$ cat config.mk
export PLATFORM = sky130hd
export DESIGN_NAME = rggs_front
export DESIGN_NICKNAME = d
export VERILOG_FILES = /design/src/rtl/rggs_pkg.sv /design/src/rtl/rggs_front.sv
export SDC_FILE = /design/constraint.sdc
export NUM_CORES = 1
export LEC_CHECK = 0
export ABC_AREA = 1
export BUFFER_PORTS_ARGS = -buffer_cell sky130_fd_sc_hd__buf_2
export CAP_MARGIN = 20
export CORE_MARGIN = 3
export CORE_UTILIZATION = 35
export DETAILED_ROUTE_END_ITERATION = 7
export GPL_TIMING_DRIVEN = 0
export PLACE_DENSITY_LB_ADDON = 0.15
export RECOVER_POWER = 50
export SETUP_SLACK_MARGIN = 0.05
export SLEW_MARGIN = 5
export SYNTH_ARGS = -nofsm -noshare
export SYNTH_HDL_FRONTEND = slang
export SYNTH_SLANG_ARGS = --single-unit
$ cat constraint.sdc
create_clock -name clk_i -period 2.1 [get_ports clk_i]
set_clock_uncertainty 0.1 [all_clocks]
set_input_delay 0.105 -clock clk_i [delete_from_list [all_inputs] [get_ports clk_i]]
set_output_delay 0.105 -clock clk_i [all_outputs]
set_load 0.01 [all_outputs]
$ cat src/rtl/rggs_pkg.sv
// ----------------------------------------------------------------------------
// rggs_pkg: shared types and constants of the rotation gradient gather-sum
// Sizes of the index table and gradient buffer, command codes, the queued
// command word and the limits that the front hands to the back.
// ----------------------------------------------------------------------------
package rggs_pkg;

  // Store geometry.
  localparam int MAX_ENTRIES   = 256;
  localparam int MAX_ROTATIONS = 8;
  localparam int ROT_SLOTS     = 8;
  localparam int ROT_LIMIT     = (MAX_ROTATIONS < ROT_SLOTS) ? MAX_ROTATIONS : ROT_SLOTS;

  // Field widths.
  localparam int ENT_W    = 8;
  localparam int ROT_W    = 3;
  localparam int IDX_W    = 8;
  localparam int GRAD_W   = 32;
  localparam int SUM_W    = GRAD_W + $clog2(ROT_SLOTS);
  localparam int ECNT_W   = 9;
  localparam int RCNT_W   = 4;
  localparam int CFG_IDX_W  = 1;
  localparam int CFG_DATA_W = 9;

  // Memory depths and address widths.
  localparam int TABLE_DEPTH = MAX_ENTRIES * MAX_ROTATIONS;
  localparam int ADDR_W      = ENT_W + ROT_W;

  // Command queue between front and back.
  localparam int QUEUE_DEPTH = 2;
  localparam int QPTR_W      = (QUEUE_DEPTH > 1) ? $clog2(QUEUE_DEPTH) : 1;
  localparam int QCNT_W      = $clog2(QUEUE_DEPTH + 1);

  // Configuration register indexes.
  localparam logic [CFG_IDX_W-1:0] CFG_ENTRY_COUNT    = 1'd0;
  localparam logic [CFG_IDX_W-1:0] CFG_ROTATION_COUNT = 1'd1;

  // Reset values of the configuration registers.
  localparam logic [ECNT_W-1:0] ENTRY_COUNT_RST    = 9'd72;
  localparam logic [RCNT_W-1:0] ROTATION_COUNT_RST = 4'd8;

  // Command codes carried on the func field.
  typedef enum logic [1:0] {
    FUNC_LOAD_INDEX = 2'd0,
    FUNC_STORE_GRAD = 2'd1,
    FUNC_QUERY      = 2'd2
  } func_e;

  // One classified command word in the queue.
  typedef struct packed {
    func_e                     op;
    logic [ENT_W-1:0]          ent;
    logic [ROT_W-1:0]          rot;
    logic [IDX_W-1:0]          idx;
    logic signed [GRAD_W-1:0]  grad;
    logic                      ent_bad;
  } cmd_t;

  // Saturated limits taken from the configuration registers.
  typedef struct packed {
    logic [ECNT_W-1:0] n_ent;
    logic [RCNT_W-1:0] n_rot;
  } limits_t;

  // Back-end sequencer states.
  typedef enum logic [1:0] {
    BK_IDLE,
    BK_RUN,
    BK_DRAIN,
    BK_DONE
  } bstate_e;

endpackage

$ cat src/rtl/rggs_front.sv
// ----------------------------------------------------------------------------
// rggs_front: input acceptance and command classification
// Holds the configuration registers, accepts input words while the queue has
// room, drops unused codes and flags queries of entries out of range.
// ----------------------------------------------------------------------------
module rggs_front
  import rggs_pkg::*;
(
  input  logic                      clk_i,
  input  logic                      rst_ni,
  input  logic                      cfg_valid_i,
  output logic                      cfg_ready_o,
  input  logic [CFG_IDX_W-1:0]      cfg_index_i,
  input  logic [CFG_DATA_W-1:0]     cfg_data_i,
  input  logic                      in_valid_i,
  output logic                      in_ready_o,
  input  logic [1:0]                func_i,
  input  logic [ENT_W-1:0]          entry_slot_i,
  input  logic [ROT_W-1:0]          rotation_slot_i,
  input  logic [IDX_W-1:0]          index_byte_i,
  input  logic signed [GRAD_W-1:0]  grad_value_i,
  input  logic                      q_full_i,
  output logic                      push_o,
  output cmd_t                      cmd_o,
  output limits_t                   limits_o
);

  logic [ECNT_W-1:0] entry_count_q;
  logic [RCNT_W-1:0] rotation_count_q;
  logic              known_func;

  // Configuration registers; writes are always taken.
  assign cfg_ready_o = 1'b1;

  always_ff @(posedge clk_i or negedge rst_ni) begin
    if (!rst_ni) begin
      entry_count_q    <= ENTRY_COUNT_RST;
      rotation_count_q <= ROTATION_COUNT_RST;
    end else if (cfg_valid_i) begin
      unique case (cfg_index_i)
        CFG_ENTRY_COUNT:    entry_count_q    <= cfg_data_i[ECNT_W-1:0];
        CFG_ROTATION_COUNT: rotation_count_q <= cfg_data_i[RCNT_W-1:0];
        default: ;
      endcase
    end
  end

  // Saturate both counts to what the stores can hold.
  always_comb begin
    limits_o.n_ent = (entry_count_q > ECNT_W'(MAX_ENTRIES)) ?
                     ECNT_W'(MAX_ENTRIES) : entry_count_q;
    limits_o.n_rot = (rotation_count_q > RCNT_W'(ROT_LIMIT)) ?
                     RCNT_W'(ROT_LIMIT) : rotation_count_q;
  end

  // Accept while the queue has room; the unused code is dropped here.
  assign in_ready_o = !q_full_i;
  assign known_func = (func_i == FUNC_LOAD_INDEX) || (func_i == FUNC_STORE_GRAD) ||
                      (func_i == FUNC_QUERY);
  assign push_o     = in_valid_i && in_ready_o && known_func;

  // Build the command word.
  always_comb begin
    cmd_o.op      = func_e'(func_i);
    cmd_o.ent     = entry_slot_i;
    cmd_o.rot     = rotation_slot_i;
    cmd_o.idx     = index_byte_i;
    cmd_o.grad    = grad_value_i;
    cmd_o.ent_bad = ({1'b0, entry_slot_i} >= limits_o.n_ent);
  end

endmodule

# ---- Word-level counts from Yosys, hierarchy flattened
# Cells that the tools add are included.
dict set report op_classes {
  eq_ne 2
  magnitude_cmp 3
  n_bitwise 1
  reduce_logical 8
  mux 2
}
# op count
set op_table {}
lappend op_table {{greater-or-equal comparator 8 x 9 -> 1 bit} 1}
lappend op_table {{> comparator 9 bit (second input constant)} 1}
lappend op_table {{2-to-1 mux 9 bit} 1}
lappend op_table {{> comparator 4 bit (second input constant)} 1}
lappend op_table {{2-to-1 mux 4 bit} 1}
lappend op_table {{AND reduction 2 bit} 2}
lappend op_table {{== test 2 x 1 -> 1 bit (second input constant)} 1}
lappend op_table {{== test 2 bit (second input constant)} 1}
lappend op_table {{logical AND 1 bit} 2}
lappend op_table {{zero test 2 bit} 1}
lappend op_table {{logical OR 1 bit} 2}
lappend op_table {{zero test 1 bit} 1}
lappend op_table {{inverter 1 bit} 1}
dict set report word_totals {
  inputBits 68
  reg_bits 13
  word_cells 18
}

# ---- Logic depth before layout (Yosys ltp)
# Gate-level depths: netlist (run 1).
dict set report logic_depth {
  ltp_word 4
  ltp_mapped 11
  mapped_depth_nobuf 11
}

# ---- Least setup slack after synthesis (run 1)
# OpenSTA, ideal clock, no wires.
dict set report synth_path {
  kind {reg2out}
  start {reg entry_count_q[2]}
  end {out cmd_o[0] (netlist bit)}
  setup_slack_ps 371
  required_time_ps 1895
  arrival_ps 1524
  stages_incl_launch_ff 12
  path_cell_list {dfrtp_1 nor2_1 nand3_2 o21ai_2 nand2_1 ha_1 nand2_1 nor2_1 nand2_1 nor2_1 nor2_1 nand2_1}
}
# element line_no
set synth_lines {}
lappend synth_lines {{start: declaration} rggs_front.sv:28} ;# logic [ECNT_W-1:0] entry_count_q;
lappend synth_lines {{start signal: assignment} rggs_front.sv:41} ;# CFG_ENTRY_COUNT: entry_count_q <= cfg_data_i[ECNT_W-1:0];
lappend synth_lines {{end: declaration} rggs_front.sv:24} ;# output cmd_t cmd_o,

==> results of run 1 <==
==> per-layer routing <==
| layer | vias up | track usage, % | wire length [µm] |
|---|---|---|---|
| met5 | - | 0 | 0 |
| met4 | 0 | 5.33 | 14 |
| met3 | 2 | 1.85 | 360 |
| met2 | 72 | 21.5 | 1590 |
| met1 | 536 | 15.9 | 1240 |
| li1 | 698 | - | - |
==> stage by stage <==
| stage | hold WS, ps | setup TNS (ps) | std cells | total power [mW] |
|---|---|---|---|---|
| after floorplan | -291 | 0 | 179 | 0.567 |
| after global placement | -94.0 | 0 | 318 | 0.707 |
| after detailed placement | -92.8 | 0 | 318 | 0.711 |
| after CTS | 0.205 | -45.4 | 328 | 0.955 |
| after global routing | 39.4 | -183 | 330 | 1.03 |
| final | 4.22 | -45.7 | 330 | 0.948 |
==> power by group <==
group	switching [mW]	internal, mW	leakage, nW	total, mW
Combinational	0.208	0.212	0.902	0.420
Sequential	0.0277	0.289	0.150	0.316
Clock	0.0777	0.133	0.0228	0.211
==> cell type report <==
cell class,count,area share (%)
plain buffers,57,22.1
clock buffers,4,2.35
repair buffers,101,24.7
well taps,46,3.00
inverters,23,4.50
flip-flops and latches,13,17.1
multi-input cells,86,26.3
==> sequential cells by signal, summed over array words and instances, names as in the netlist <==
register / flops
rotation_count_q: 4
entry_count_q: 9
==> worst reg2reg max path: stages (launching register included) <==
cell and delay, ps:
dfrtp_1 430, inv_1 220, a21oi_1 100
==> layout by cell type (no fill, tap or decap), drive strengths merged <==
cell type    Yosys  routed
nand3            2       2
dfrtp           10      10
nand4            1       1
conb             1       1
a21boi           1       1
o21ai            9       9
dlygate4sd3      0       3
dfstp            3       3
ha               8       8
inv             23      23
nand2           34      34
nor2            23      23
clkbuf           2      53
a21oi            6       6
mux2             1       1
buf             55     106
==> cell families after synthesis <==
logic type	synth area share, %
buffers and inverters	39.8
AND/OR/NAND/NOR	18.9
AO/OA/AOI/OAI	6.73
flip-flops	25.6
adder cells (fa/ha/maj)	7.80
multiplexers	0.877
other	0.292
==> final timing paths <==
check / start / endpoint / slack, ps
max in group asynchronous: rst_ni / entry_count_q[6] / 1420
worst max-delay path: entry_count_q[6] / cmd_o[0] / -50
worst max register to register: entry_count_q[8] / entry_count_q[8] / 1130
worst min-delay path: cfg_data_i[3] / rotation_count_q[3] / 4
min in group asynchronous: rst_ni / entry_count_q[7] / 200
worst min register to register: entry_count_q[0] / entry_count_q[0] / 390
==> repair_timing <==
| action | in CTS | in global routing |
|---|---|---|
| endpoints found under the hold margin | 15 | 0 |
| pin swaps | 5 | 9 |
| setup endpoints to repair | 1 | 1 |
| resized for setup | 5 | 9 |
| setup buffers | 3 | 2 |
| hold buffers | 3 | 0 |
==> results.yml, run 1 <==
setup_path:
  path_delay_family: "simple AND/OR/NAND/NOR gates"
  cp_data_required_time_ps: 1890
  endpoint_kind: "output port"
  critPathMostFrequentCell: "nor2_1"
  path_cells: "nor2_2 > nand2_2 > buf_4 > nor2_2 > nor2_4 > nor2_1 > ha_1 > nand2_1 > nor2_1 > nor2_1 > nand2_1 > buf_2"
  cp.buffers_inverters: 2
  crit_fanout: 6
  worstRegToRegCells: 2
  cp-start-kind: "flop"
  cp_slowest_cell: "dfstp_2"
  worstSetupPathDepth: 12
  path_class: "reg -> out"
  critical_path_arrival_ps: 1940
  crit_path_max_incr_delay_ps: 550
yosys:
  syn_nets: 255
  synth-edff-count: 0
  synth_cell_types: 20
  ys_ff_latch: 13
  synthFlopType: "dfrtp_1"
  syn_inst: 179
  synthesis.area_mm2: 0.00128
  synth.avg_cell_area_um2: 7.17
  ys_seq_area_share_pct: 25.6
  synth_top_area_cell: "buf_4"
  post_synth_main_area_contributors: "buf_4 32%, dfrtp_1 19%, nand2_1 9.6%, ha_1 7.8%, inv_1 6.7%"
  synth.top_cell.area_share_pct: 31.6
  synth_commonest_cells: "54 x buf_4, 33 x nand2_1, 23 x inv_1"
  async_flop_share_pct: 100
  yosys_warnings: 0
  yosysMostFrequentCell: "buf_4"
sta:
  fmax_ghz: 0.466
  slew_violations: 0
  min_period_ps: 2150
  period_share_pct: 102
  setup_viol: 1
  rsz0062_at_grt: "true"
  finalHoldViolations: 0
  setup_slack_ps: -45.7
run_status:
  violations: "negative setup slack"
  status: "complete, but fails checks"
final_layout:
  area_growth_pct: 49.6
  layout-drive-gt1-share_pct: 45.8
  antennaDiodeCount: 0
  fin_nets: 361
  nFillCells: 378
  register_area_um2: 329
  fin_util_pct: 55.8
  multi_input_area_um2: 504
  design_area_mm2: 0.00192
floorplan:
  core_area_mm2: 0.00344
  initial_core_util_pct: 37.3
  dieArea_mm2: 0.00443
  fp-row-count: 21
  die_x_um: 66.6
  ios: 138
  die_h_um: 66.6
placement:
  post-place-ws_ps: 157
  dpl_cell_area_mm2: 0.00181
  routabilityCongestion: 0.706
  port_buffers: 93
  dp.final_hpwl_um: 2760
cts:
  cts_root_buf: "clkbuf_8"
  worstSkewPairLatency_ps: 230
  clkTransAtPathRegs_ps: 50
  cts_max_level: 1
  cts_num_sinks: 13
  max-clock-path-buffers: 2
  cts_tree: "done"
  numCtsBuffers: 3
route:
  viasPerCell: 3.96
  wl_um: 3200
  num_vias: 1308
  final_antenna_net_count: 0
  drt-pass1-iter-count: 4
  post-route-drc-count: 0
  wire_per_inst_um: 9.69
  initialDrtViolationCount: 16
global_route:
  antenna_found_initial: 0
  grt_pass1_vias: 1045
  gr-total-overflow: 0
  grt_usage_pct: 12.7
  grt_max_degree: 14
  grt_pass1_wl_um: 4460
hold_path:
  worstHoldPathType: "in -> reg"
  hold_depth: 3
power_and_ir_drop:
  ir_worst_vdd_v: 0.000458
  p_leak_nw: 1.07
  power_density_mw_per_mm2: 493
run:
  drv_cap: 0
No activity file was read; power rests on OpenSTA's default activity.
==> run 2: changes to the inputs <==
Settings changed: BUFFER_PORTS_ARGS -buffer_cell sky130_fd_sc_hd__buf_2 to not set, CORE_AREA set to 3 3 52 54, CORE_MARGIN 3 to not set, CORE_UTILIZATION 35 to not set, DIE_AREA set to 0 0 55 57, DONT_BUFFER_PORTS set to 1.
==> results.yml, run 2 (synthesis results as in run 1) <==
setup_path:
  path_class: "reg -> out"
  cp_slowest_cell: "dfrtp_1"
  worstRegToRegCells: 4
  endpoint_kind: "output port"
  rrSetupSlack_ps: 570
  worstSetupPathDepth: 12
  cp_data_required_time_ps: 1890
  critical_path_arrival_ps: 1990
  cp-start-kind: "flop"
  path_cells: "nor2_1 > nand2_2 > o21ai_4 > buf_4 > nand2_1 > ha_1 > nand2_1 > nand2_1 > nand2_1 > nand2_1 > nor2_1 > nand2_2"
  crit_fanout: 5
  cp.buffers_inverters: 1
  path_delay_family: "simple AND/OR/NAND/NOR gates"
  crit_path_max_incr_delay_ps: 400
  critPathMostFrequentCell: "nand2_1"
floorplan:
  die_x_um: 55
  dieArea_mm2: 0.00314
  ios: 138
  fp-row-count: 17
  initial_core_util_pct: 56.9
  die_h_um: 57
  core_area_mm2: 0.00225
placement:
  routabilityCongestion: 0.766
  port_buffers: 0
  dp.final_hpwl_um: 2540
  dpl_cell_area_mm2: 0.00132
power_and_ir_drop:
  clockPowerShare_pct: 19.2
  p_sw_uw: 295
  power_density_mw_per_mm2: 572
  p_total_uw: 789
  p_int_uw: 494
  power.share.switching_pct: 37.4
  p_leak_nw: 0.685
  ir_worst_vdd_v: 0.000423
  p_seq_share_pct: 39.9
  power_frac_comb_pct: 41.0
final_layout:
  top_regs: "entry_count_q (9), rotation_count_q (4)"
  design_area_mm2: 0.00138
  antennaDiodeCount: 0
  regMostFlops: "entry_count_q"
  nFillCells: 252
  register_area_um2: 329
  fin_util_pct: 61.1
  area_growth_pct: 7.31
  final_cell_mix: "49 x clkbuf_1, 28 x nand2_1, 22 x inv_1"
  layout.cells.most_common: "clkbuf_1"
  largest_reg_flops: 9
  multi_input_area_um2: 502
  fin_nets: 276
  layout-drive-gt1-share_pct: 18.6
sta:
  setup_viol: 1
  whs_ps: -0.468
  relSlewSlack_pct: 62.7
  max_slew.worst_pin.slew_ps: 557
  rsz0062_at_grt: "true"
  setup_slack_ps: -96.7
  finalHoldViolations: 1
  period_share_pct: 105
  fmax_ghz: 0.455
  min_period_ps: 2200
  slew_violations: 0
run:
  drv_cap: 0
route:
  drt-pass1-iter-count: 4
  viasPerCell: 4.82
  num_vias: 1095
  final_antenna_net_count: 0
  post-route-drc-count: 0
  wl_um: 3060
  initialDrtViolationCount: 14
  wire_per_inst_um: 13.5
global_route:
  antenna_found_initial: 0
  grt_pass1_wl_um: 4170
  grt_max_degree: 14
  grt_pass1_vias: 975
  grt_usage_pct: 17.6
  gr-total-overflow: 0
cts:
  max-clock-path-buffers: 2
  worstSkewPairLatency_ps: 270
  numCtsBuffers: 3
  cts_tree: "done"
  cts_root_buf: "clkbuf_4"
  cts_num_sinks: 13
  clkTransAtPathRegs_ps: 70
  cts_max_level: 1
run_status:
  status: "complete, but fails checks"
  violations: "negative hold slack, negative setup slack"
hold_path:
  hold_depth: 2
  worstHoldPathType: "in -> reg"
==> run 2: cell count changes in the layout (fill, tap and decap cells not counted), moves of 3 or more <==
| cell | before | now |
|---|---|---|
| clkbuf_4 | 0 | 3 |
| clkbuf_8 | 3 | 0 |
| buf_4 | 59 | 13 |
| buf_2 | 46 | 0 |
| dlygate4sd3_1 | 3 | 11 |
==> run 2: routing by layer <==
metal	GRT usage (%)	routed length [µm]	vias to the layer above
met5	0	0	-
met4	4.17	18	0
met3	2.09	306	4
met2	34.1	1700	73
met1	19.1	1030	489
li1	-	-	529
==> run 2: final cells by class <==
| cell class | count | share of cell area, % |
|---|---|---|
| Buffer | 57 | 18.3 |
| Clock buffer | 4 | 1.91 |
| Inverter | 23 | 6.27 |
| Multi-Input combinational cell | 86 | 36.4 |
| Sequential cell | 13 | 23.9 |
| Tap cell | 28 | 2.54 |
| Timing Repair Buffer | 16 | 10.7 |
==> run 2: path summary, 6_finish.rpt <==
kind                                  endpoint        startpoint
max in group asynchronous     entry_count_q[6]            rst_ni
max                                   cmd_o[0]  entry_count_q[7]
min                        rotation_count_q[3]       cfg_valid_i
max reg2reg                   entry_count_q[3]  entry_count_q[3]
min reg2reg                   entry_count_q[0]  entry_count_q[0]
min in group asynchronous     entry_count_q[7]            rst_ni
==> run 2: power by group through the flow <==
stage / clock, mW / sequential (mW) / combinational (mW)
5_1_grt: 0.171 / 0.319 / 0.363
4_1_cts: 0.152 / 0.313 / 0.342
3_5_place_dp: 0 / 0.319 / 0.294
3_3_place_gp: 0 / 0.318 / 0.286
6_report: 0.151 / 0.314 / 0.323
2_1_floorplan: 0 / 0.311 / 0.256
==> run 2: timing repair <==
action,in CTS,in global routing
gates resized for setup,7,6
pin swaps,9,4
endpoints found under the setup margin,1,1
endpoints found under the hold margin,26,0
gates cloned,0,0
hold buffers,11,0
buffers inserted,3,2
==> run 2: stage by stage <==
stage                     hold WS, ps  worst slack (ps)  setup TNS (ps)  cells
after detailed placement         -290               185               0    207
after floorplan                  -291               371               0    179
final                          -0.468             -96.7           -96.7    227
after global placement           -290               235               0    207
after global routing             46.2              -222            -222    227
after CTS                        3.43             -28.3           -28.3    225
