$ cat src/rtl/rggs_pkg.sv
// ----------------------------------------------------------------------------
// rggs_pkg: shared types and constants of the rotation gradient gather-sum
// Sizes of the index table and gradient buffer, command codes, the queued
// command word and the limits that the front hands to the back.
// ----------------------------------------------------------------------------
package rggs_pkg;

  // Store geometry.
  localparam int MAX_ENTRIES   = 256;
  localparam int MAX_ROTATIONS = 8;
  localparam int ROT_SLOTS     = 8;
  localparam int ROT_LIMIT     = (MAX_ROTATIONS < ROT_SLOTS) ? MAX_ROTATIONS : ROT_SLOTS;

  // Field widths.
  localparam int ENT_W    = 8;
  localparam int ROT_W    = 3;
  localparam int IDX_W    = 8;
  localparam int GRAD_W   = 32;
  localparam int SUM_W    = GRAD_W + $clog2(ROT_SLOTS);
  localparam int ECNT_W   = 9;
  localparam int RCNT_W   = 4;
  localparam int CFG_IDX_W  = 1;
  localparam int CFG_DATA_W = 9;

  // Memory depths and address widths.
  localparam int TABLE_DEPTH = MAX_ENTRIES * MAX_ROTATIONS;
  localparam int ADDR_W      = ENT_W + ROT_W;

  // Command queue between front and back.
  localparam int QUEUE_DEPTH = 2;
  localparam int QPTR_W      = (QUEUE_DEPTH > 1) ? $clog2(QUEUE_DEPTH) : 1;
  localparam int QCNT_W      = $clog2(QUEUE_DEPTH + 1);

  // Configuration register indexes.
  localparam logic [CFG_IDX_W-1:0] CFG_ENTRY_COUNT    = 1'd0;
  localparam logic [CFG_IDX_W-1:0] CFG_ROTATION_COUNT = 1'd1;

  // Reset values of the configuration registers.
  localparam logic [ECNT_W-1:0] ENTRY_COUNT_RST    = 9'd72;
  localparam logic [RCNT_W-1:0] ROTATION_COUNT_RST = 4'd8;

  // Command codes carried on the func field.
  typedef enum logic [1:0] {
    FUNC_LOAD_INDEX = 2'd0,
    FUNC_STORE_GRAD = 2'd1,
    FUNC_QUERY      = 2'd2
  } func_e;

  // One classified command word in the queue.
  typedef struct packed {
    func_e                     op;
    logic [ENT_W-1:0]          ent;
    logic [ROT_W-1:0]          rot;
    logic [IDX_W-1:0]          idx;
    logic signed [GRAD_W-1:0]  grad;
    logic                      ent_bad;
  } cmd_t;

  // Saturated limits taken from the configuration registers.
  typedef struct packed {
    logic [ECNT_W-1:0] n_ent;
    logic [RCNT_W-1:0] n_rot;
  } limits_t;

  // Back-end sequencer states.
  typedef enum logic [1:0] {
    BK_IDLE,
    BK_RUN,
    BK_DRAIN,
    BK_DONE
  } bstate_e;

endpackage

$ cat src/rtl/rggs_queue.sv
// ----------------------------------------------------------------------------
// rggs_queue: short command queue between front and back
// A small circular buffer of command words with full and empty flags.
// ----------------------------------------------------------------------------
module rggs_queue
  import rggs_pkg::*;
(
  input  logic  clk_i,
  input  logic  rst_ni,
  input  logic  push_i,
  input  cmd_t  cmd_i,
  input  logic  pop_i,
  output logic  full_o,
  output logic  empty_o,
  output cmd_t  head_o
);

  cmd_t              slots_q [QUEUE_DEPTH];
  logic [QPTR_W-1:0] wr_ptr_q, rd_ptr_q;
  logic [QCNT_W-1:0] count_q;

  assign full_o  = (count_q == QCNT_W'(QUEUE_DEPTH));
  assign empty_o = (count_q == '0);
  assign head_o  = slots_q[rd_ptr_q];

  function automatic logic [QPTR_W-1:0] next_ptr(input logic [QPTR_W-1:0] p);
    next_ptr = (p == QPTR_W'(QUEUE_DEPTH - 1)) ? '0 : p + QPTR_W'(1);
  endfunction

  // Pointers and fill count.
  always_ff @(posedge clk_i or negedge rst_ni) begin
    if (!rst_ni) begin
      wr_ptr_q <= '0;
      rd_ptr_q <= '0;
      count_q  <= '0;
    end else begin
      if (push_i) wr_ptr_q <= next_ptr(wr_ptr_q);
      if (pop_i)  rd_ptr_q <= next_ptr(rd_ptr_q);
      if (push_i && !pop_i)      count_q <= count_q + QCNT_W'(1);
      else if (pop_i && !push_i) count_q <= count_q - QCNT_W'(1);
    end
  end

  // Slot storage.
  always_ff @(posedge clk_i) begin
    if (push_i) slots_q[wr_ptr_q] <= cmd_i;
  end

endmodule

$ cat config.mk
export PLATFORM = sky130hd
export DESIGN_NAME = rggs_queue
export DESIGN_NICKNAME = d
export VERILOG_FILES = /design/src/rtl/rggs_pkg.sv /design/src/rtl/rggs_queue.sv
export SDC_FILE = /design/constraint.sdc
export NUM_CORES = 1
export LEC_CHECK = 0
export BUFFER_PORTS_ARGS = -buffer_cell sky130_fd_sc_hd__buf_4
export CORE_MARGIN = 4
export CORE_UTILIZATION = 56
export DETAILED_ROUTE_END_ITERATION = 8
export PLACE_DENSITY_LB_ADDON = 0.15
export SLEW_MARGIN = 20
export SYNTH_ARGS = -nofsm -noshare
export SYNTH_HDL_FRONTEND = slang
export SYNTH_SLANG_ARGS = --single-unit
$ cat constraint.sdc
create_clock -name clk_i -period 7.3 [get_ports clk_i]
set_input_delay 1.095 -clock clk_i [delete_from_list [all_inputs] [get_ports clk_i]]
set_output_delay 1.095 -clock clk_i [all_outputs]
set_load 0.03 [all_outputs]
-- Yosys cells after proc, flatten, opt, wreduce, memory -nomap -nowiden
Memories as Yosys holds them, arrays and structs flattened.
Cells that the tools add are included.
- register bits after elaboration: 4
- input bits: 58
- logic and storage cells: 21
- bits in writable memories: 108
- output and inout bits: 56
- memories kept: 1
- add/sub/neg operators: 4
- reductions and logical operators: 6
- muxes and demuxes: 6
- equal/unequal tests: 1
- memories (memory ; depth ; width ; rd ports ; clocked after memory_dff ; wr ports ; line ; RTL):
    slots_q ; 2 ; 54 ; 1 ; 0 ; 1 ; rggs_queue.sv:18 ; cmd_t slots_q [QUEUE_DEPTH];
- operators with widths (operator ; count):
    $mux 1 ; 4
    $mux 2 ; 2
    $add 1x1->1 const B ; 2
    $add 2x1->2 const B ; 1
    $eq 2x2->1 const B ; 1
    $logic_and 1x1->1 ; 2
    $logic_not 1->1 ; 2
    $logic_not 2->1 ; 1
    $reduce_bool 2->1 ; 1
    $sub 2x1->2 const B ; 1

-- Logic depth before layout (Yosys ltp)
Gate-level depths: netlist of run 1.
- word-level depth: 4
- gate-level depth with buffers: 5
- mapped depth without buffers: 5

-- Worst setup path after synthesis of run 1
Ideal clock, no wire load.
- path kind: in2reg
- from: input push_i
- to: memory slots_q[0][0] in the netlist's numbering, enable pin
- slack: 3345 ps
- path buffers: 0
- stages: 1
- required time: 6828 ps
- setup time: 472 ps
- arrival: 3482 ps
- cell sequence: nor2b_1
- longest elaborated chain between the ends: 2
- ends and longest elaborated chain (what ; line ; RTL):
    start: declaration ; rggs_queue.sv:10 ; input logic push_i,
    $mux 1 ; rggs_queue.sv:46 ; if (push_i) slots_q[wr_ptr_q] <= cmd_i;
    $mux 1 (not written as such) ; rggs_queue.sv:46 ;
    end: declaration ; rggs_queue.sv:18 ;
Every way passes these cells.

==> results of run 1 <==
-- placed cells by master (no fill, tap or decap), drive strengths merged, types with 2 or more instances in the layout --
| cell type | count |
|---|---|
| edfxtp | 108 |
| buf | 115 |
| clkinv | 6 |
| clkbuf | 9 |
| mux2 | 54 |
| nor2 | 2 |
| nor2b | 2 |
| xor2 | 4 |
| dfrtp | 4 |
-- final timing paths --
check | endpoint | slack (ns)
hold reg to reg | count_q[1]$_DFFE_PN0P_ | 0.51
max in group asynchronous | rd_ptr_q$_DFFE_PN0P_ | 6.66
min in group asynchronous | count_q[0]$_DFFE_PN0P_ | 0.52
setup reg to reg | slots_q[0][34]$_DFFE_PP_ | 5.44
hold / removal | count_q[1]$_DFFE_PN0P_ | 0.51
setup / recovery | head_o[40] | 4.15
-- power breakdown --
part           total, mW  switching, mW  internal [mW]  leakage, nW
registers          0.971          0.117          0.854         1.06
clock network      0.321          0.197          0.124       0.0889
logic              0.847          0.439          0.409         1.03
-- area by class of cell --
cell class,count,share of cell area
Sequential cell,112,0.621
Clock buffer,9,0.0230
Tap cell,99,0.0230
Inverter,1,0.000696
Clock inverter,7,0.00905
Multi-Input combinational cell,65,0.164
Timing Repair Buffer,115,0.160
-- sequential cells by signal, indices dropped and copies added, names as in the netlist --
name,cells
slots_q,108
count_q,2
rd_ptr_q,1
wr_ptr_q,1
-- worst max-delay path: stages, from the launching register on --
cell and delay [ns]:
dfrtp_4 1.09, mux2_2 0.43, buf_4 0.17
-- kinds of logic (layout without fill, tap and decap cells) --
kind of cell	after synthesis	in the layout	synth area share
AND/OR/NAND/NOR	5	5	0.00607
flip-flops	112	112	0.772
multiplexers	54	54	0.183
adder cells (fa/ha/maj)	1	1	0.00289
buffers and inverters	7	132	0.0266
XOR/XNOR	5	5	0.0101
-- metal layers --
metal  routed length, um  up-vias
met5                   0        -
met4                  74        0
met3                 629        6
met2                3560       76
met1                2750     1009
li1                    -      956
-- per-stage QoR --
| stage | power (mW) | std cells | hold slack, ns | instance area, um2 | utilization |
|---|---|---|---|---|---|
| 6_report | 2.14 | 408 | 0.515 | 5390 | 0.732 |
| 5_1_grt | 2.23 | 408 | 0.497 | 5390 | 0.732 |
| 4_1_cts | 2.17 | 408 | 0.501 | 5390 | 0.732 |
| 3_5_place_dp | 1.85 | 392 | 0.492 | 5220 | 0.708 |
| 3_3_place_gp | 1.83 | 392 | 0.487 | 5220 | 0.708 |
| 2_1_floorplan | 1.61 | 184 | 0.455 | 4330 | - |
==> flow_metrics.tcl, run 1 <==
set metrics [dict create \
    status "completed" \
    synthCells 184 \
    worstRegToRegCells 2 \
    drive_gt1_frac 0.608 \
    cts.sinks 112 \
    cts_tree "built" \
    ant_nets 0 \
    ys_seq_elements 112 \
    grt_util_met3 0.0539 \
    drv_slew 0 \
    setup_viol 0 \
    core-area_mm2 0.00737 \
    numCtsBuffers 9 \
    grt_pass1_vias 2133 \
    vias 2047 \
    hold_violations 0 \
    gr-max-usage-layer "met2" \
    slew-limit-headroom 0.336 \
    synth-main-ff-cell "edfxtp_1" \
    startpoint_type "flip-flop" \
    yosysMostFrequentCell "edfxtp_1" \
    port_buffers 113 \
    dp_hpwl_mm 4.70 \
    overflow 0 \
    holdBufCountCts 0 \
    synth_area_leaders "edfxtp_1 75%, mux2_4 17%, buf_12 2.3%, dfrtp_1 2.3%, mux2_2 1.3%" \
    nNetsFinal 363 \
    areaGrowthSynthToFinish_pct 24.5 \
    grt_max_degree 56 \
    antenna-diode-count 0 \
    die_y_um 96.0 \
    avgSynthCellArea_um2 23.5 \
    route.final.wire_length_mm 7.01 \
    setup_tns_ns 0 \
    dieArea_mm2 0.00921 \
    cts_root_buf "clkbuf_8" \
    worstSkewPairLatency_ns 0.35 \
    ios 114 \
    synth_edf_count 108 \
    clock-skew-final_ns 0.00826 \
    worstMarginPinSlew_ns 0.996 \
    fin_crit_sh 0.432 \
    grtUsageMet2 0.254 \
    crit_path_end_kind "output port" \
    crit_start "rd_ptr_q$_DFFE_PN0P_" \
    met1_usage 0.190 \
    arrival_ns 2.06 \
    yosys_warnings 0 \
    yosysTopAreaCell "edfxtp_1" \
    grt_pass1_wl_mm 10.5 \
    min_from "count_q[1]$_DFFE_PN0P_" \
    place_ws_ns 4.50 \
    worstPathRequired_ns 6.20 \
    yosysSeqAreaShare 0.772 \
    gp_congestion 0.679 \
    antenna_found_initial 0 \
    route.detailed.wl_per_inst_um 17.2 \
    synthTopCellsByCount "108 x edfxtp_1, 49 x mux2_4, 5 x buf_12, 5 x mux2_2" \
    fillers 484 \
    layout_setup_ws_ns 4.15 \
    min_path_cells 1 \
    synthArstFlopShare 0.0357 \
    synth_top_area_frac 0.748 \
    critPathKind "reg -> out" \
    worstPathMaxFanout 55 \
    power_density_mw_per_mm2 397 \
    period_needed_ns 3.15 \
    vias_per_cell 5.02 \
    cap_violations 0 \
    cts-resized-gates 0 \
    num_rows 31 \
    power.leakage_nw 2.17 \
    netlist_area_mm2 0.00433 \
    yosysUniqueCellTypes 13 \
    ir_drop_mv 0.251 \
    cts_buffer_depth 2 \
    multi_input_area_um2 883 \
    clk_pin_slew_ns 0.09 \
    min_path_type "reg -> reg" \
    drtIter0Drc 90 \
    start_util 0.588 \
    die_w_um 96.0 \
    rsz0062_at_grt "false" \
    htreeDepth 3 \
    postCtsSetupRepairBufs 0 \
    seq_area_mm2 0.00335 \
    syn-num-nets 243 \
    maxClockFrequency_mhz 317 \
    dr.pass1.iters 4 \
    drc_errors 0 \
    r2r_start "wr_ptr_q$_DFFE_PN0P_" \
    track_usage 0.156 \
]
Note: power is estimated with default switching activity, not from simulation.
==> run 2, diff against run 1 <==
--- a/config.mk
+++ b/config.mk
@@ -7,7 +7,7 @@
 export LEC_CHECK = 0
 export BUFFER_PORTS_ARGS = -buffer_cell sky130_fd_sc_hd__buf_4
 export CORE_MARGIN = 4
-export CORE_UTILIZATION = 56
+export CORE_UTILIZATION = 47
 export DETAILED_ROUTE_END_ITERATION = 8
 export PLACE_DENSITY_LB_ADDON = 0.15
 export SLEW_MARGIN = 20
==> constraint.sdc (replaced) <==
create_clock -name clk_i -period 2.8 [get_ports clk_i]
set_input_delay 0.42 -clock clk_i [delete_from_list [all_inputs] [get_ports clk_i]]
set_output_delay 0.42 -clock clk_i [all_outputs]
set_load 0.03 [all_outputs]
==> run 2 against run 1 <==
Global-route usage down 2.1 points. Clock skew is 0.00094 ns higher. Non-clock buffer count increased by 4. Combinational power rose to 2.8 times the previous value. Count of clock-buffer cells in the layout is the same. Critical path type unchanged.
==> flow_metrics.tcl, run 2 (synthesized netlist as in run 1, its figures left out) <==
set metrics [dict create \
    gp_congestion 0.698 \
    worstRegToRegCells 2 \
    top_regs "slots_q (108), count_q (2)" \
    ios 114 \
    grt_pass1_wl_mm 11.3 \
    track_usage 0.136 \
    antenna_found_initial 0 \
    arrival_ns 1.85 \
    ir_drop_mv 0.629 \
    cts_buffer_depth 2 \
    fillers 657 \
    fin_crit_sh 0.812 \
    maxClockFrequency_mhz 440 \
    largest_register "slots_q" \
    port_buffers 113 \
    rsz0062_at_grt "false" \
    r2r_start "wr_ptr_q$_DFFE_PN0P_" \
    vias 2066 \
    hold_ws_ns 0.247 \
    die_y_um 104 \
    antenna-diode-count 0 \
    drv_slew 0 \
    core-area_mm2 0.00885 \
    die_w_um 104 \
    route.final.wire_length_mm 7.27 \
    min_from "cmd_i[8]" \
    ant_nets 0 \
    num_rows 34 \
    start_util 0.490 \
    status "completed" \
    worstPathRequired_ns 2.38 \
    htreeDepth 3 \
    clk_pin_slew_ns 0.10 \
    drive_gt1_frac 0.606 \
    mostFrequentLayoutCell "buf_4" \
    final_cell_mix "116 x buf_4, 108 x edfxtp_1, 49 x mux2_4" \
    drc_errors 0 \
    p_total_mw 5.76 \
    crit_start "rd_ptr_q$_DFFE_PN0P_" \
    min_path_cells 1 \
    power_density_mw_per_mm2 1050 \
    setup_viol 0 \
    route.detailed.wl_per_inst_um 17.4 \
    dr.pass1.iters 4 \
    grt_max_degree 34 \
    areaGrowthSynthToFinish_pct 26.6 \
    worstPathMaxFanout 25 \
    cap_violations 0 \
    min_path_type "in -> reg" \
    overflow 0 \
    hold_violations 0 \
    startpoint_type "flip-flop" \
    cts.sinks 112 \
    largest_reg_flops 108 \
    numCtsBuffers 9 \
    cts-resized-gates 0 \
    cts_root_buf "clkbuf_8" \
    clock-skew-final_ns 0.00920 \
    postCtsSetupRepairBufs 0 \
    vias_per_cell 4.94 \
    drtIter0Drc 49 \
    slew-limit-headroom 0.610 \
    dieArea_mm2 0.0108 \
    period_needed_ns 2.27 \
    nNetsFinal 367 \
    grt_pass1_vias 2181 \
    worstSkewPairLatency_ns 0.35 \
    crit_path_end_kind "output port" \
    setup_tns_ns 0 \
    cts_tree "built" \
    worstMarginPinSlew_ns 0.585 \
    critPathKind "reg -> out" \
    power.leakage_nw 2.21 \
    holdBufCountCts 1 \
]
-- run 2: path summary, 6_finish.rpt --
kind	endpoint	slack (ns)
worst max register to register	slots_q[1][39]$_DFFE_PP_	1.21
worst max-delay path	head_o[38]	0.53
worst min register to register	count_q[1]$_DFFE_PN0P_	0.51
worst min-delay path	slots_q[0][8]$_DFFE_PP_	0.25
max in group asynchronous	rd_ptr_q$_DFFE_PN0P_	2.28
min in group asynchronous	rd_ptr_q$_DFFE_PN0P_	0.41
-- run 2: cell type report --
type                    count  area, um2  area share
flip-flops and latches    112       3350       0.610
repair buffers            119        921       0.168
multi-input cells          65        883       0.161
well taps                 108        135      0.0246
clock buffers               9        124      0.0226
clock inverters             4       72.6      0.0132
inverters                   1       3.75    0.000684
-- run 2: routing by layer --
| metal | track usage | wire, um | vias up |
|---|---|---|---|
| li1 | - | - | 960 |
| met1 | 0.164 | 3060 | 1024 |
| met2 | 0.227 | 3620 | 72 |
| met3 | 0.0416 | 500 | 10 |
| met4 | 0.0570 | 100 | 0 |
| met5 | 0 | 0 | - |
-- run 2: per-stage QoR --
stage / area, um2 / util / std cells / setup slack (ns)
2_1_floorplan: 4340 / - / 184 / 0.529
3_3_place_gp: 5280 / 0.597 / 404 / 0.900
3_5_place_dp: 5280 / 0.597 / 404 / 0.884
4_1_cts: 5490 / 0.620 / 418 / 0.488
5_1_grt: 5490 / 0.620 / 418 / 0.432
6_report: 5490 / 0.620 / 418 / 0.526
-- run 2: where the power goes --
part / internal, mW / total (mW) / switching [mW]
sequential: 2.23 / 2.40 / 0.173
combinational: 1.10 / 2.39 / 1.30
clock: 0.488 / 0.964 / 0.476
-- run 2: critical path: stages, from the launching register on --
cell	delay [ns]
dfrtp_4	0.68
buf_12	0.27
mux2_2	0.36
buf_4	0.17
==> run 3, diff against run 2 <==
==> constraint.sdc (replaced) <==
create_clock -name clk_i -period 1.8 [get_ports clk_i]
set_input_delay 0.27 -clock clk_i [delete_from_list [all_inputs] [get_ports clk_i]]
set_output_delay 0.27 -clock clk_i [all_outputs]
set_load 0.03 [all_outputs]
==> run 3 against run 2 <==
The flow now finishes with violations (setup timing). Flip-flop and latch count is the same. Setup slack worse by 0.59 ns. Critical path depth unchanged. Sequential power increased by 52%.
==> flow_metrics.tcl, run 3 (synthesized netlist as in run 1, its figures left out) <==
set metrics [dict create \
    status "complete, but fails checks" \
    violations "setup timing" \
    final_cell_mix "108 x edfxtp_1, 81 x buf_4, 52 x mux2_4" \
    rsz0062_at_grt "true" \
    clk_pin_slew_ns 0.10 \
    dp_hpwl_mm 5.01 \
    cts.sinks 112 \
    numCtsBuffers 9 \
    cts_root_buf "clkbuf_8" \
    ant_nets 0 \
    setup_viol 52 \
    arrival_ns 1.59 \
    wl_met2_mm 3.80 \
    ir_drop_mv 0.736 \
    worstSkewPairLatency_ns 0.36 \
    drtIter0Drc 49 \
    max_stage_delay_ns 0.56 \
    grt_pass1_vias 2181 \
    layout_setup_ws_ns -0.0595 \
    dr.pass1.iters 4 \
    fillers 637 \
    clock-skew-final_ns 0.00935 \
    slew-limit-headroom 0.780 \
    largest_register "slots_q" \
    wl_met3_um 446 \
    antenna-diode-count 0 \
    power.leakage_nw 2.31 \
    final_cell_area_mm2 0.00571 \
    vias 2032 \
    track_usage 0.137 \
    hold_ws_ns 0.0859 \
    largest_reg_flops 108 \
    worstPathMaxFanout 22 \
    num_rows 34 \
    hold_violations 0 \
    slowest_stage "dfrtp_4" \
    maxClockFrequency_mhz 538 \
    cts_buffer_depth 2 \
    path_cells "buf_12, mux2_4, buf_6" \
    setup_tns_ns -1.46 \
    antenna_found_initial 0 \
    dp.cells 407 \
    power_density_mw_per_mm2 1660 \
    top_regs "slots_q (108), count_q (2)" \
    drc_errors 0 \
    grt_pass1_wl_mm 11.4 \
    die_w_um 104 \
    p_total_mw 9.46 \
    drive_gt1_frac 0.612 \
    worstMarginPinSlew_ns 0.330 \
    die_y_um 104 \
    place_area_mm2 0.00532 \
    gp_congestion 0.649 \
    fin_crit_sh 1.03 \
    vias_per_cell 4.78 \
    grt_max_degree 34 \
    dieArea_mm2 0.0108 \
    crit_path_end_kind "output port" \
    critPathKind "reg -> out" \
    ios 114 \
    port_buffers 113 \
    start_util 0.490 \
    worstPathRequired_ns 1.53 \
    overflow 0 \
    mostFrequentLayoutCell "edfxtp_1" \
    route.detailed.wl_per_inst_um 17.1 \
    drv_slew 0 \
    route.final.wire_length_mm 7.29 \
    top_layer_used "met4" \
    areaGrowthSynthToFinish_pct 31.7 \
    wl_met1_mm 2.97 \
    nNetsFinal 371 \
    htreeDepth 3 \
    final_cells 425 \
    core-area_mm2 0.00885 \
    startpoint_type "flip-flop" \
    min_path_type "in -> reg" \
    cts_tree "built" \
    cap_violations 0 \
    period_needed_ns 1.86 \
]
run 3: cell types whose count changed in the layout (fill, tap and decap cells not counted), sizes merged:
cell,change
buf,+4
clkinv,+3
clkinvlp,-1
inv,+1
run 3: final cells by class:
cell class	count	area, um2	area share
timing repair buffer	123	1110	0.194
clock inverter	7	95.1	0.0167
clock buffer	9	124	0.0217
multi-input combinational	65	895	0.157
tap	108	135	0.0237
inverter	1	3.75	0.000658
sequential	112	3350	0.587
run 3: layer usage:
| metal | global-route usage | vias to the layer above |
|---|---|---|
| li1 | - | 970 |
| met1 | 0.159 | 995 |
| met2 | 0.237 | 60 |
| met3 | 0.0521 | 7 |
| met4 | 0.0370 | 0 |
| met5 | 0 | - |
run 3: final timing paths:
check                      cells past startpoint                       end                   start  slack [ns]
setup / recovery                               3                head_o[24]    rd_ptr_q$_DFFE_PN0P_       -0.06
hold / removal                                 1  slots_q[1][11]$_DFFE_PP_               cmd_i[11]        0.09
setup reg to reg                               2   slots_q[0][8]$_DFFE_PP_    wr_ptr_q$_DFFE_PN0P_        0.44
hold reg to reg                                1    count_q[1]$_DFFE_PN0P_  count_q[1]$_DFFE_PN0P_        0.51
max in group asynchronous                      2      rd_ptr_q$_DFFE_PN0P_                  rst_ni        1.44
min in group asynchronous                      2    count_q[0]$_DFFE_PN0P_                  rst_ni        0.24
run 3: critical path, delay by kind of cell (launching register included):
| family | cells | cell delay [ns] |
|---|---|---|
| buffers and inverters | 2 | 0.34 |
| flip-flops | 1 | 0.56 |
| multiplexers | 1 | 0.32 |
run 3: stage by stage:
| stage | utilization | worst slack [ns] |
|---|---|---|
| floorplan | - | 0.152 |
| global placement | 0.601 | 0.184 |
| detailed placement | 0.601 | 0.182 |
| CTS | 0.643 | -0.0851 |
| global route | 0.645 | -0.120 |
| finish | 0.645 | -0.0595 |
run 3: power by group:
part	switching [mW]	internal, mW	total, mW
registers	0.186	3.46	3.65
clock network	0.815	0.787	1.60
logic	2.19	2.02	4.21
run 3: what timing repair did:
action                                  CTS  global route
endpoints found under the setup margin   45            52
setup buffers                             1             0
resized for setup                        36             5
endpoints found under the hold margin     4             0
hold buffers                              1             0
